$ cat src/rtl/core/tqvg_pkg.sv
// shared types and constants of the tile quad vertex generator
`default_nettype none

package tqvg_pkg;

  // field widths
  localparam int TILE_W    = 16;
  localparam int COL_W     = 10;
  localparam int ROW_W     = 10;
  localparam int CORNER_W  = 2;
  localparam int POS_W     = 19;
  localparam int TEX_U_W   = 14;
  localparam int TEX_V_W   = 25;

  // configuration register widths
  localparam int SIDE_W    = 11;
  localparam int TS_W      = 9;
  localparam int ATLAS_W   = 14;
  localparam int PER_ROW_W = 14;
  localparam int CFG_INDEX_W = 4;
  localparam int CFG_DATA_W  = 14;

  // remainder of the tile divider, below tiles per row
  localparam int REM_W     = PER_ROW_W;
  // quotient bits resolved per divider stage
  localparam int DIV_STEPS = 4;
  // iterations of the tiles-per-row divider
  localparam logic [3:0] CFG_DIV_ITERS = 4'd14;

  // corner codes
  localparam logic [CORNER_W-1:0] CORNER_LAST = 2'd3;

  // configuration register indexes
  typedef enum logic [CFG_INDEX_W-1:0] {
    CFG_MAP_WIDTH   = 4'd0,
    CFG_MAP_HEIGHT  = 4'd1,
    CFG_TILE_SIZE   = 4'd2,
    CFG_ATLAS_WIDTH = 4'd3
  } tqvg_cfg_index_t;

  // settings seen by the item pipeline
  typedef struct packed {
    logic [SIDE_W-1:0]    map_width;
    logic [SIDE_W-1:0]    map_height;
    logic [TS_W-1:0]      tile_size;
    logic [PER_ROW_W-1:0] per_row;
  } tqvg_cfg_t;

  // map cell carried along the divider
  typedef struct packed {
    logic [COL_W-1:0] col;
    logic [ROW_W-1:0] row;
  } tqvg_cell_t;

endpackage

`default_nettype wire

$ cat src/rtl/core/tqvg_cfg.sv
// configuration registers and the serial tiles-per-row divider
`default_nettype none

module tqvg_cfg (
  input  wire logic                                clk,
  input  wire logic                                rst,
  input  wire logic                                cfg_valid,
  output logic                                     cfg_ready,
  input  wire logic [tqvg_pkg::CFG_INDEX_W-1:0]    cfg_index,
  input  wire logic [tqvg_pkg::CFG_DATA_W-1:0]     cfg_data,
  output tqvg_pkg::tqvg_cfg_t                      cfg,
  output logic                                     busy
);

  logic [tqvg_pkg::SIDE_W-1:0]    map_width;
  logic [tqvg_pkg::SIDE_W-1:0]    map_height;
  logic [tqvg_pkg::TS_W-1:0]      tile_size;
  logic [tqvg_pkg::ATLAS_W-1:0]   atlas_width;
  logic [3:0]                     iter;
  logic [tqvg_pkg::TS_W-1:0]      rem;
  logic [tqvg_pkg::PER_ROW_W-1:0] quo;
  logic [tqvg_pkg::TS_W:0]        trial;
  logic                           write;

  assign cfg_ready = 1'b1;
  assign write     = cfg_valid && cfg_ready;
  assign busy      = (iter != 4'd0);

  // register writes
  always_ff @(posedge clk) begin
    if (rst) begin
      map_width   <= '0;
      map_height  <= '0;
      tile_size   <= '0;
      atlas_width <= '0;
    end else if (write) begin
      case (cfg_index)
        tqvg_pkg::CFG_MAP_WIDTH:   map_width   <= cfg_data[tqvg_pkg::SIDE_W-1:0];
        tqvg_pkg::CFG_MAP_HEIGHT:  map_height  <= cfg_data[tqvg_pkg::SIDE_W-1:0];
        tqvg_pkg::CFG_TILE_SIZE:   tile_size   <= cfg_data[tqvg_pkg::TS_W-1:0];
        tqvg_pkg::CFG_ATLAS_WIDTH: atlas_width <= cfg_data[tqvg_pkg::ATLAS_W-1:0];
        default: ;
      endcase
    end
  end

  // restoring divide of atlas width by tile size, one quotient bit a cycle
  assign trial = {rem, quo[tqvg_pkg::PER_ROW_W-1]};

  always_ff @(posedge clk) begin
    if (rst) begin
      iter <= 4'd0;
      rem  <= '0;
      quo  <= '0;
    end else if (write) begin
      iter <= tqvg_pkg::CFG_DIV_ITERS;
      rem  <= '0;
      if (cfg_index == tqvg_pkg::CFG_ATLAS_WIDTH) begin
        quo <= cfg_data[tqvg_pkg::ATLAS_W-1:0];
      end else begin
        quo <= atlas_width;
      end
    end else if (busy) begin
      iter <= iter - 4'd1;
      if (trial >= {1'b0, tile_size}) begin
        rem <= tqvg_pkg::TS_W'(trial - {1'b0, tile_size});
        quo <= {quo[tqvg_pkg::PER_ROW_W-2:0], 1'b1};
      end else begin
        rem <= trial[tqvg_pkg::TS_W-1:0];
        quo <= {quo[tqvg_pkg::PER_ROW_W-2:0], 1'b0};
      end
    end
  end

  assign cfg.map_width  = map_width;
  assign cfg.map_height = map_height;
  assign cfg.tile_size  = tile_size;
  assign cfg.per_row    = quo;

endmodule

`default_nettype wire

$ cat src/rtl/core/tqvg_div_stage.sv
// one pipeline stage of the tile number divider, DIV_STEPS quotient bits per stage
`default_nettype none

module tqvg_div_stage #(
  parameter int QW = 16
) (
  input  wire logic                                clk,
  input  wire logic                                rst,
  input  wire logic                                in_valid,
  output logic                                     in_ready,
  input  wire logic [tqvg_pkg::REM_W-1:0]          in_rem,
  input  wire logic [QW-1:0]                       in_dq,
  input  wire tqvg_pkg::tqvg_cell_t                in_cell,
  input  wire logic [tqvg_pkg::PER_ROW_W-1:0]      divisor,
  output logic                                     out_valid,
  input  wire logic                                out_ready,
  output logic [tqvg_pkg::REM_W-1:0]               out_rem,
  output logic [QW-1:0]                            out_dq,
  output tqvg_pkg::tqvg_cell_t                     out_cell
);

  logic [tqvg_pkg::REM_W-1:0] rem_w;
  logic [QW-1:0]              dq_w;
  logic [tqvg_pkg::REM_W:0]   trial;

  assign in_ready = !out_valid || out_ready;

  // restoring steps: remainder and dividend/quotient shift together
  always_comb begin
    rem_w = in_rem;
    dq_w  = in_dq;
    trial = '0;
    for (int i = 0; i < tqvg_pkg::DIV_STEPS; i++) begin
      trial = {rem_w, dq_w[QW-1]};
      if (trial >= {1'b0, divisor}) begin
        rem_w = tqvg_pkg::REM_W'(trial - {1'b0, divisor});
        dq_w  = {dq_w[QW-2:0], 1'b1};
      end else begin
        rem_w = trial[tqvg_pkg::REM_W-1:0];
        dq_w  = {dq_w[QW-2:0], 1'b0};
      end
    end
  end

  // stage valid
  always_ff @(posedge clk) begin
    if (rst) begin
      out_valid <= 1'b0;
    end else if (in_ready) begin
      out_valid <= in_valid;
    end
  end

  // stage payload
  always_ff @(posedge clk) begin
    if (in_ready) begin
      out_rem  <= rem_w;
      out_dq   <= dq_w;
      out_cell <= in_cell;
    end
  end

endmodule

`default_nettype wire

$ cat src/rtl/core/tqvg_expand.sv
// per-tile products and the four-corner output sequencer
`default_nettype none

module tqvg_expand #(
  parameter int QW = 16
) (
  input  wire logic                                clk,
  input  wire logic                                rst,
  input  wire logic                                in_valid,
  output logic                                     in_ready,
  input  wire logic [tqvg_pkg::REM_W-1:0]          in_rem,
  input  wire logic [QW-1:0]                       in_dq,
  input  wire tqvg_pkg::tqvg_cell_t                in_cell,
  input  wire logic [tqvg_pkg::TS_W-1:0]           tile_size,
  output logic                                     out_valid,
  input  wire logic                                out_stall,
  output logic [tqvg_pkg::CORNER_W-1:0]            corner,
  output logic [tqvg_pkg::POS_W-1:0]               pos_x,
  output logic [tqvg_pkg::POS_W-1:0]               pos_y,
  output logic [tqvg_pkg::TEX_U_W-1:0]             tex_u,
  output logic [tqvg_pkg::TEX_V_W-1:0]             tex_v,
  output logic                                     last_corner
);

  logic                                           item_v;
  logic [tqvg_pkg::CORNER_W-1:0]                  cnt;
  logic [tqvg_pkg::POS_W-1:0]                     bx;
  logic [tqvg_pkg::POS_W-1:0]                     by;
  logic [tqvg_pkg::TEX_U_W-1:0]                   bu;
  logic [tqvg_pkg::TEX_V_W-1:0]                   bv;
  logic [tqvg_pkg::COL_W+tqvg_pkg::TS_W-1:0]      prod_x;
  logic [tqvg_pkg::ROW_W+tqvg_pkg::TS_W-1:0]      prod_y;
  logic [tqvg_pkg::REM_W+tqvg_pkg::TS_W-1:0]      prod_u;
  logic [QW+tqvg_pkg::TS_W-1:0]                   prod_v;
  logic                                           out_adv;
  logic                                           last_load;

  // top-left corner of the quad and of the atlas cell
  assign prod_x = in_cell.col * tile_size;
  assign prod_y = in_cell.row * tile_size;
  assign prod_u = in_rem * tile_size;
  assign prod_v = in_dq * tile_size;

  // handshake
  assign out_adv   = !out_valid || !out_stall;
  assign last_load = item_v && out_adv && (cnt == tqvg_pkg::CORNER_LAST);
  assign in_ready  = !item_v || last_load;

  // item hold and corner counter
  always_ff @(posedge clk) begin
    if (rst) begin
      item_v    <= 1'b0;
      cnt       <= '0;
      out_valid <= 1'b0;
    end else begin
      if (out_adv) begin
        out_valid <= item_v;
      end
      if (in_ready) begin
        item_v <= in_valid;
        cnt    <= '0;
      end else if (item_v && out_adv) begin
        cnt <= cnt + 2'd1;
      end
    end
  end

  // base values of the held tile
  always_ff @(posedge clk) begin
    if (in_ready) begin
      bx <= tqvg_pkg::POS_W'(prod_x);
      by <= tqvg_pkg::POS_W'(prod_y);
      bu <= prod_u[tqvg_pkg::TEX_U_W-1:0];
      bv <= tqvg_pkg::TEX_V_W'(prod_v);
    end
  end

  // output word: step right for odd corners, down for the bottom pair
  always_ff @(posedge clk) begin
    if (out_adv) begin
      corner      <= cnt;
      pos_x       <= bx + (cnt[0] ? tqvg_pkg::POS_W'(tile_size) : '0);
      pos_y       <= by + (cnt[1] ? tqvg_pkg::POS_W'(tile_size) : '0);
      tex_u       <= bu + (cnt[0] ? tqvg_pkg::TEX_U_W'(tile_size) : '0);
      tex_v       <= bv + (cnt[1] ? tqvg_pkg::TEX_V_W'(tile_size) : '0);
      last_corner <= (cnt == tqvg_pkg::CORNER_LAST);
    end
  end

endmodule

`default_nettype wire

$ cat src/rtl/core/tile_quad_vertex_generator_top.sv
// top level of the tile quad vertex generator
//
// Input channel (in_valid/in_stall) takes one map cell per word: tile_number,
// column and row. Output channel (out_valid/out_stall) gives the four corners
// of the cell's quad as four words, corner 0 to 3, last_corner set on the
// fourth. Cells outside the map, or any cell while tile size, map size or
// tiles per atlas row is zero, give no word.
// Path: an accepted cell passes the input register, the tile number divider
// stages (four quotient bits each), the product register and the output
// register to its first corner; the other corners follow it in order.
// The single output port carries one corner a cycle while out_stall is low;
// the pipeline takes a new cell every cycle, unless busy, until the corner
// sequencer is full.
// Configuration writes (cfg_valid/cfg_ready, always ready) restart the
// tiles-per-row divider, which holds in_stall high while it runs.
// Reset clears the configuration, divider state and valid flags to zero, so
// nothing is emitted until configured. While out_stall is high the output
// word holds and the pipeline fills, then in_stall rises; nothing is lost or repeated.
`default_nettype none

module tile_quad_vertex_generator_top #(
  parameter int MAX_MAP_SIDE    = 1024,
  parameter int TILE_INDEX_BITS = 16
) (
  input  wire logic                                clk,
  input  wire logic                                rst,
  input  wire logic                                in_valid,
  output logic                                     in_stall,
  input  wire logic [tqvg_pkg::TILE_W-1:0]         tile_number,
  input  wire logic [tqvg_pkg::COL_W-1:0]          column,
  input  wire logic [tqvg_pkg::ROW_W-1:0]          row,
  output logic                                     out_valid,
  input  wire logic                                out_stall,
  output logic [tqvg_pkg::CORNER_W-1:0]            corner,
  output logic [tqvg_pkg::POS_W-1:0]               pos_x,
  output logic [tqvg_pkg::POS_W-1:0]               pos_y,
  output logic [tqvg_pkg::TEX_U_W-1:0]             tex_u,
  output logic [tqvg_pkg::TEX_V_W-1:0]             tex_v,
  output logic                                     last_corner,
  input  wire logic                                cfg_valid,
  output logic                                     cfg_ready,
  input  wire logic [tqvg_pkg::CFG_INDEX_W-1:0]    cfg_index,
  input  wire logic [tqvg_pkg::CFG_DATA_W-1:0]     cfg_data
);

  localparam int TILE_BITS  = (TILE_INDEX_BITS < tqvg_pkg::TILE_W) ?
                              TILE_INDEX_BITS : tqvg_pkg::TILE_W;
  localparam int DIV_STAGES = (TILE_BITS + tqvg_pkg::DIV_STEPS - 1) / tqvg_pkg::DIV_STEPS;
  localparam int QW         = DIV_STAGES * tqvg_pkg::DIV_STEPS;
  localparam int SIDE_BITS  = $clog2(MAX_MAP_SIDE + 1);
  localparam int CMP_W      = (SIDE_BITS > tqvg_pkg::COL_W) ? SIDE_BITS : tqvg_pkg::COL_W;

  tqvg_pkg::tqvg_cfg_t        cfg;
  logic                       busy;
  logic                       dv_valid [DIV_STAGES+1];
  logic                       dv_ready [DIV_STAGES+2];
  logic [tqvg_pkg::REM_W-1:0] dv_rem   [DIV_STAGES+1];
  logic [QW-1:0]              dv_dq    [DIV_STAGES+1];
  tqvg_pkg::tqvg_cell_t       dv_cell  [DIV_STAGES+1];
  logic [TILE_BITS-1:0]       tile_eff;
  logic                       col_ok;
  logic                       row_ok;
  logic                       keep;

  // configuration
  tqvg_cfg u_cfg (
    .clk       (clk),
    .rst       (rst),
    .cfg_valid (cfg_valid),
    .cfg_ready (cfg_ready),
    .cfg_index (cfg_index),
    .cfg_data  (cfg_data),
    .cfg       (cfg),
    .busy      (busy)
  );

  // cell filter: inside the clamped map and a usable configuration
  assign tile_eff = tile_number[TILE_BITS-1:0];
  assign col_ok   = ({1'b0, column} < cfg.map_width) &&
                    (CMP_W'(column) < CMP_W'(MAX_MAP_SIDE));
  assign row_ok   = ({1'b0, row} < cfg.map_height) &&
                    (CMP_W'(row) < CMP_W'(MAX_MAP_SIDE));
  assign keep     = col_ok && row_ok && (cfg.tile_size != '0) && (cfg.per_row != '0);

  assign dv_ready[0] = !dv_valid[0] || dv_ready[1];
  assign in_stall    = busy || !dv_ready[0];

  // input register
  always_ff @(posedge clk) begin
    if (rst) begin
      dv_valid[0] <= 1'b0;
    end else if (dv_ready[0]) begin
      dv_valid[0] <= in_valid && !busy && keep;
    end
  end

  always_ff @(posedge clk) begin
    if (dv_ready[0]) begin
      dv_rem[0]      <= '0;
      dv_dq[0]       <= QW'(tile_eff);
      dv_cell[0].col <= column;
      dv_cell[0].row <= row;
    end
  end

  // tile number divider: u is the remainder, v the quotient
  for (genvar s = 0; s < DIV_STAGES; s++) begin : g_div
    tqvg_div_stage #(.QW(QW)) u_stage (
      .clk       (clk),
      .rst       (rst),
      .in_valid  (dv_valid[s]),
      .in_ready  (dv_ready[s+1]),
      .in_rem    (dv_rem[s]),
      .in_dq     (dv_dq[s]),
      .in_cell   (dv_cell[s]),
      .divisor   (cfg.per_row),
      .out_valid (dv_valid[s+1]),
      .out_ready (dv_ready[s+2]),
      .out_rem   (dv_rem[s+1]),
      .out_dq    (dv_dq[s+1]),
      .out_cell  (dv_cell[s+1])
    );
  end

  // products and corner sequencing
  tqvg_expand #(.QW(QW)) u_expand (
    .clk         (clk),
    .rst         (rst),
    .in_valid    (dv_valid[DIV_STAGES]),
    .in_ready    (dv_ready[DIV_STAGES+1]),
    .in_rem      (dv_rem[DIV_STAGES]),
    .in_dq       (dv_dq[DIV_STAGES]),
    .in_cell     (dv_cell[DIV_STAGES]),
    .tile_size   (cfg.tile_size),
    .out_valid   (out_valid),
    .out_stall   (out_stall),
    .corner      (corner),
    .pos_x       (pos_x),
    .pos_y       (pos_y),
    .tex_u       (tex_u),
    .tex_v       (tex_v),
    .last_corner (last_corner)
  );

endmodule

`default_nettype wire

$ cat config.mk
export PLATFORM = sky130hd
export DESIGN_NAME = tile_quad_vertex_generator_top
export DESIGN_NICKNAME = d
export VERILOG_FILES = /design/src/rtl/core/tqvg_pkg.sv /design/src/rtl/core/tqvg_cfg.sv /design/src/rtl/core/tqvg_div_stage.sv /design/src/rtl/core/tqvg_expand.sv /design/src/rtl/core/tile_quad_vertex_generator_top.sv
export SDC_FILE = /design/constraint.sdc
export NUM_CORES = 2
export LEC_CHECK = 0
export CAP_MARGIN = 20
export CELL_PAD_IN_SITES_DETAIL_PLACEMENT = 0
export CELL_PAD_IN_SITES_GLOBAL_PLACEMENT = 1
export CORE_ASPECT_RATIO = 0.6
export CORE_UTILIZATION = 52
export CTS_CLUSTER_DIAMETER = 50
export DETAILED_ROUTE_END_ITERATION = 12
export DONT_BUFFER_PORTS = 1
export MAX_ROUTING_LAYER = met4
export PLACE_DENSITY_LB_ADDON = 0.1
export REMOVE_ABC_BUFFERS = 1
export SETUP_SLACK_MARGIN = 0.02
export SLEW_MARGIN = 20
export SYNTH_ARGS = -nofsm -noshare
export SYNTH_HDL_FRONTEND = slang
export SYNTH_SLANG_ARGS = --single-unit
$ cat constraint.sdc
create_clock -name clk -period 13.37 [get_ports clk]
set_clock_uncertainty 0.1 [all_clocks]
set_input_delay 0 -clock clk [delete_from_list [all_inputs] [get_ports clk]]
set_output_delay 0 -clock clk [all_outputs]
set_load 0.005 [all_outputs]
==> reports/results.tsv <==
metric	value	unit
Tmin final	12.28	ns
run status	complete, no violations	
die area	83000	sq um
CTS tree	done	
crit-path max cell delay	0.61	ns
Cell Rows	80	
Yosys reg bits	474	
vias in the first global route	31200	
Setup Viol. Count Final	0	
area of the multi-input gates	26800	sq um
Slew @ Worst Pin	1.05	ns
Buffers on Ports	0	
initial detailed-routing violation count	2991	
ANT nets after route	0	
Placed Area	43700	sq um
RSZ-0062 raised after global routing	no	
Initial Utilization	0.531	
GP Congestion	1.00	
Tightest Hold Check Type	input pin to flop	
most frequent cells in the layout	468 x inv_1, 450 x nand2_1, 421 x ha_1	
Die Ht	224	microns
Routed WL per cell	22.3	microns
Num CTS Buffers	58	
Root Buffer Master	clkbuf_16	
most common cell after layout, fill and taps aside	inv_1	
Unique masters post-synth	93	
FFs w/ async S/R, synth	0	
synthesized area per cell	9.78	sq um
io pins	142	
top post-synthesis cells by area	edfxtp_1 28%, fa_1 13%, ha_1 12%, inv_1 4.1%, nand2_1 4.0%	
largest area contributor in the netlist	edfxtp_1	
Worst Setup Start Kind	flop	
total core area	80200	sq um
Synth Flop Type	edfxtp_1	
Netlist Area Pre-Place	42500	sq um
first-pass GRT wire length	191000	microns
Die Wd	371	microns
Post-synth EDFFs	393	
CP arrival	12.65	ns
clock buffer depth	3	
post-synth top area share	0.277	
first drt pass iteration count	6	
largest net degree at the start of global routing	84	
Ys Warns	0	
clock-pin slew on the worst setup and hold paths	0.06	ns
WHS Path Cells	1	
Total Routing Usage GR	0.311	
worst-path maximum fanout	20	
Max Fclk	0.0814	GHz
post-synthesis sequential area ratio	0.315	
Crit Path Category	flop to flop	
layout net count	5184	
final wirelength	123000	microns
Worst setup EP type	flop	
synthesized netlist cell count	4350	
final period utilization	0.919	
initial antenna violation count	9	
final hold viol count	0	
highest-delay cell along the critical path	o41ai_2	
synthesis-to-layout area growth	10.1	%
HPWL after DPL	90700	microns
via count	32400	
fillers	6927	
clk sinks	474	
layout cells sized above 1	0.0654	
Skew-Pair Late Insertion Delay	0.66	ns
total of max-cap violations	0	
Critical Path RT	13.74	ns
vias per cell	5.84	
fin area	46800	sq um
Rel. slew slack	0.303	
Reg area	13400	sq um
DRC	0	
final slew viol count	0	
GRT overflow	0	
H-tree depth	2	
TNS Setup	0	ns
worst reg-to-reg path cell count	42	
## final cells by class
cell class,instances,area share
diodes,14,0.000748
repair buffers,150,0.0302
well taps,1066,0.0285
inverters,474,0.0380
multi-input cells,3260,0.573
clock inverters,41,0.0107
clock buffers,68,0.0325
flip-flops and latches,474,0.287
## registers in the layout, indices dropped and copies added (netlist names), 4 cells and up
| signal | cells |
|---|---|
| u_expand.bu | 14 |
| u_cfg.rem | 9 |
| u_expand.bx | 19 |
| g_div.u_stage.out_dq | 64 |
| u_expand.tex_v | 25 |
| u_cfg.map_height | 11 |
| g_div.u_stage.out_valid | 4 |
| dv_cell | 20 |
| u_expand.by | 19 |
| u_cfg.map_width | 11 |
| u_cfg.iter | 4 |
| u_cfg.atlas_width | 14 |
| u_expand.pos_x | 19 |
| u_expand.tex_u | 14 |
| g_div.u_stage.out_rem | 56 |
| u_cfg.quo | 14 |
| u_expand.pos_y | 19 |
| g_div.u_stage.out_cell | 80 |
| dv_dq | 16 |
| u_expand.bv | 25 |
| u_cfg.tile_size | 9 |
## worst paths after layout
kind / startpoint / endpoint / slack (ns)
setup reg to reg: u_cfg.quo[13] / g_div[2].u_stage.out_rem[2] / 1.09
setup / recovery: u_cfg.quo[13] / g_div[2].u_stage.out_rem[2] / 1.09
hold / removal: column[9] / dv_cell[99] / 0.06
hold reg to reg: dv_cell[99] / g_div[0].u_stage.out_cell[19] / 0.31
## cell usage after synthesis (77+ instances only)
cell type,count
a21o_1,87
xor2_1,77
a21oi_1,206
o21ai_0,190
edfxtp_1,393
and2_1,191
dfxtp_1,81
clkbuf_1,102
xnor2_1,183
ha_1,421
fa_1,286
inv_1,470
nor2_1,250
nand2_1,453
## kinds of logic (layout without fill, tap and decap cells)
family | count (synthesis) | after routing | synth area share
multiplexers | 141 | 141 | 0.0355
adder cells (fa/ha/maj) | 707 | 707 | 0.258
other | 1 | 15 | 0.0000881
AND/OR/NAND/NOR | 1299 | 1299 | 0.148
buffers and inverters | 616 | 733 | 0.0554
flip-flops | 474 | 474 | 0.315
AO/OA/AOI/OAI | 852 | 852 | 0.134
XOR/XNOR | 260 | 260 | 0.0535
## worst max-delay path, delay by kind of cell, from the launching register on
kind	cells	cell delay [ns]
muxes	1	0.47
and+or+nand+nor	13	2.73
DFF	1	0.36
buffers and inverters	5	1.41
adders and majority gates	4	1.35
AOI/OAI and AO/OA	19	5.63
## routing by layer
| layer | vias to the layer above | routed length (microns) | GRT usage | share of wire |
|---|---|---|---|---|
| met1 | 15700 | 61900 | 0.484 | 0.50 |
| li1 | 15300 | - | - | - |
| met2 | 1293 | 46100 | 0.391 | 0.37 |
| met3 | 128 | 13700 | 0.0957 | 0.11 |
| met4 | 0 | 1800 | 0.0500 | 0.015 |
| met5 | - | 0 | - | 0 |
## through the flow
| stage | util | hold WS, ns | cells | setup WS (ns) |
|---|---|---|---|---|
| 6_report | 0.584 | 0.0567 | 5547 | 1.09 |
| 3_3_place_gp | 0.545 | -0.0176 | 5320 | 1.61 |
| 3_5_place_dp | 0.545 | -0.0146 | 5320 | 1.40 |
| 5_1_grt | 0.584 | 0.0520 | 5546 | 0.414 |
| 4_1_cts | 0.584 | 0.0206 | 5533 | 1.34 |
| 2_1_floorplan | - | -0.0309 | 4208 | 1.74 |
## timing repair
action                                 CTS  global route
resized for setup                        0             0
setup buffers                            0             0
endpoints found under the hold margin  167             0
hold buffers                           104             0
setup endpoints to repair                0             0
Power is left out: the tool's default activity adds up to more than one toggle a clock period on the data nets, which glitch-free logic cannot reach.
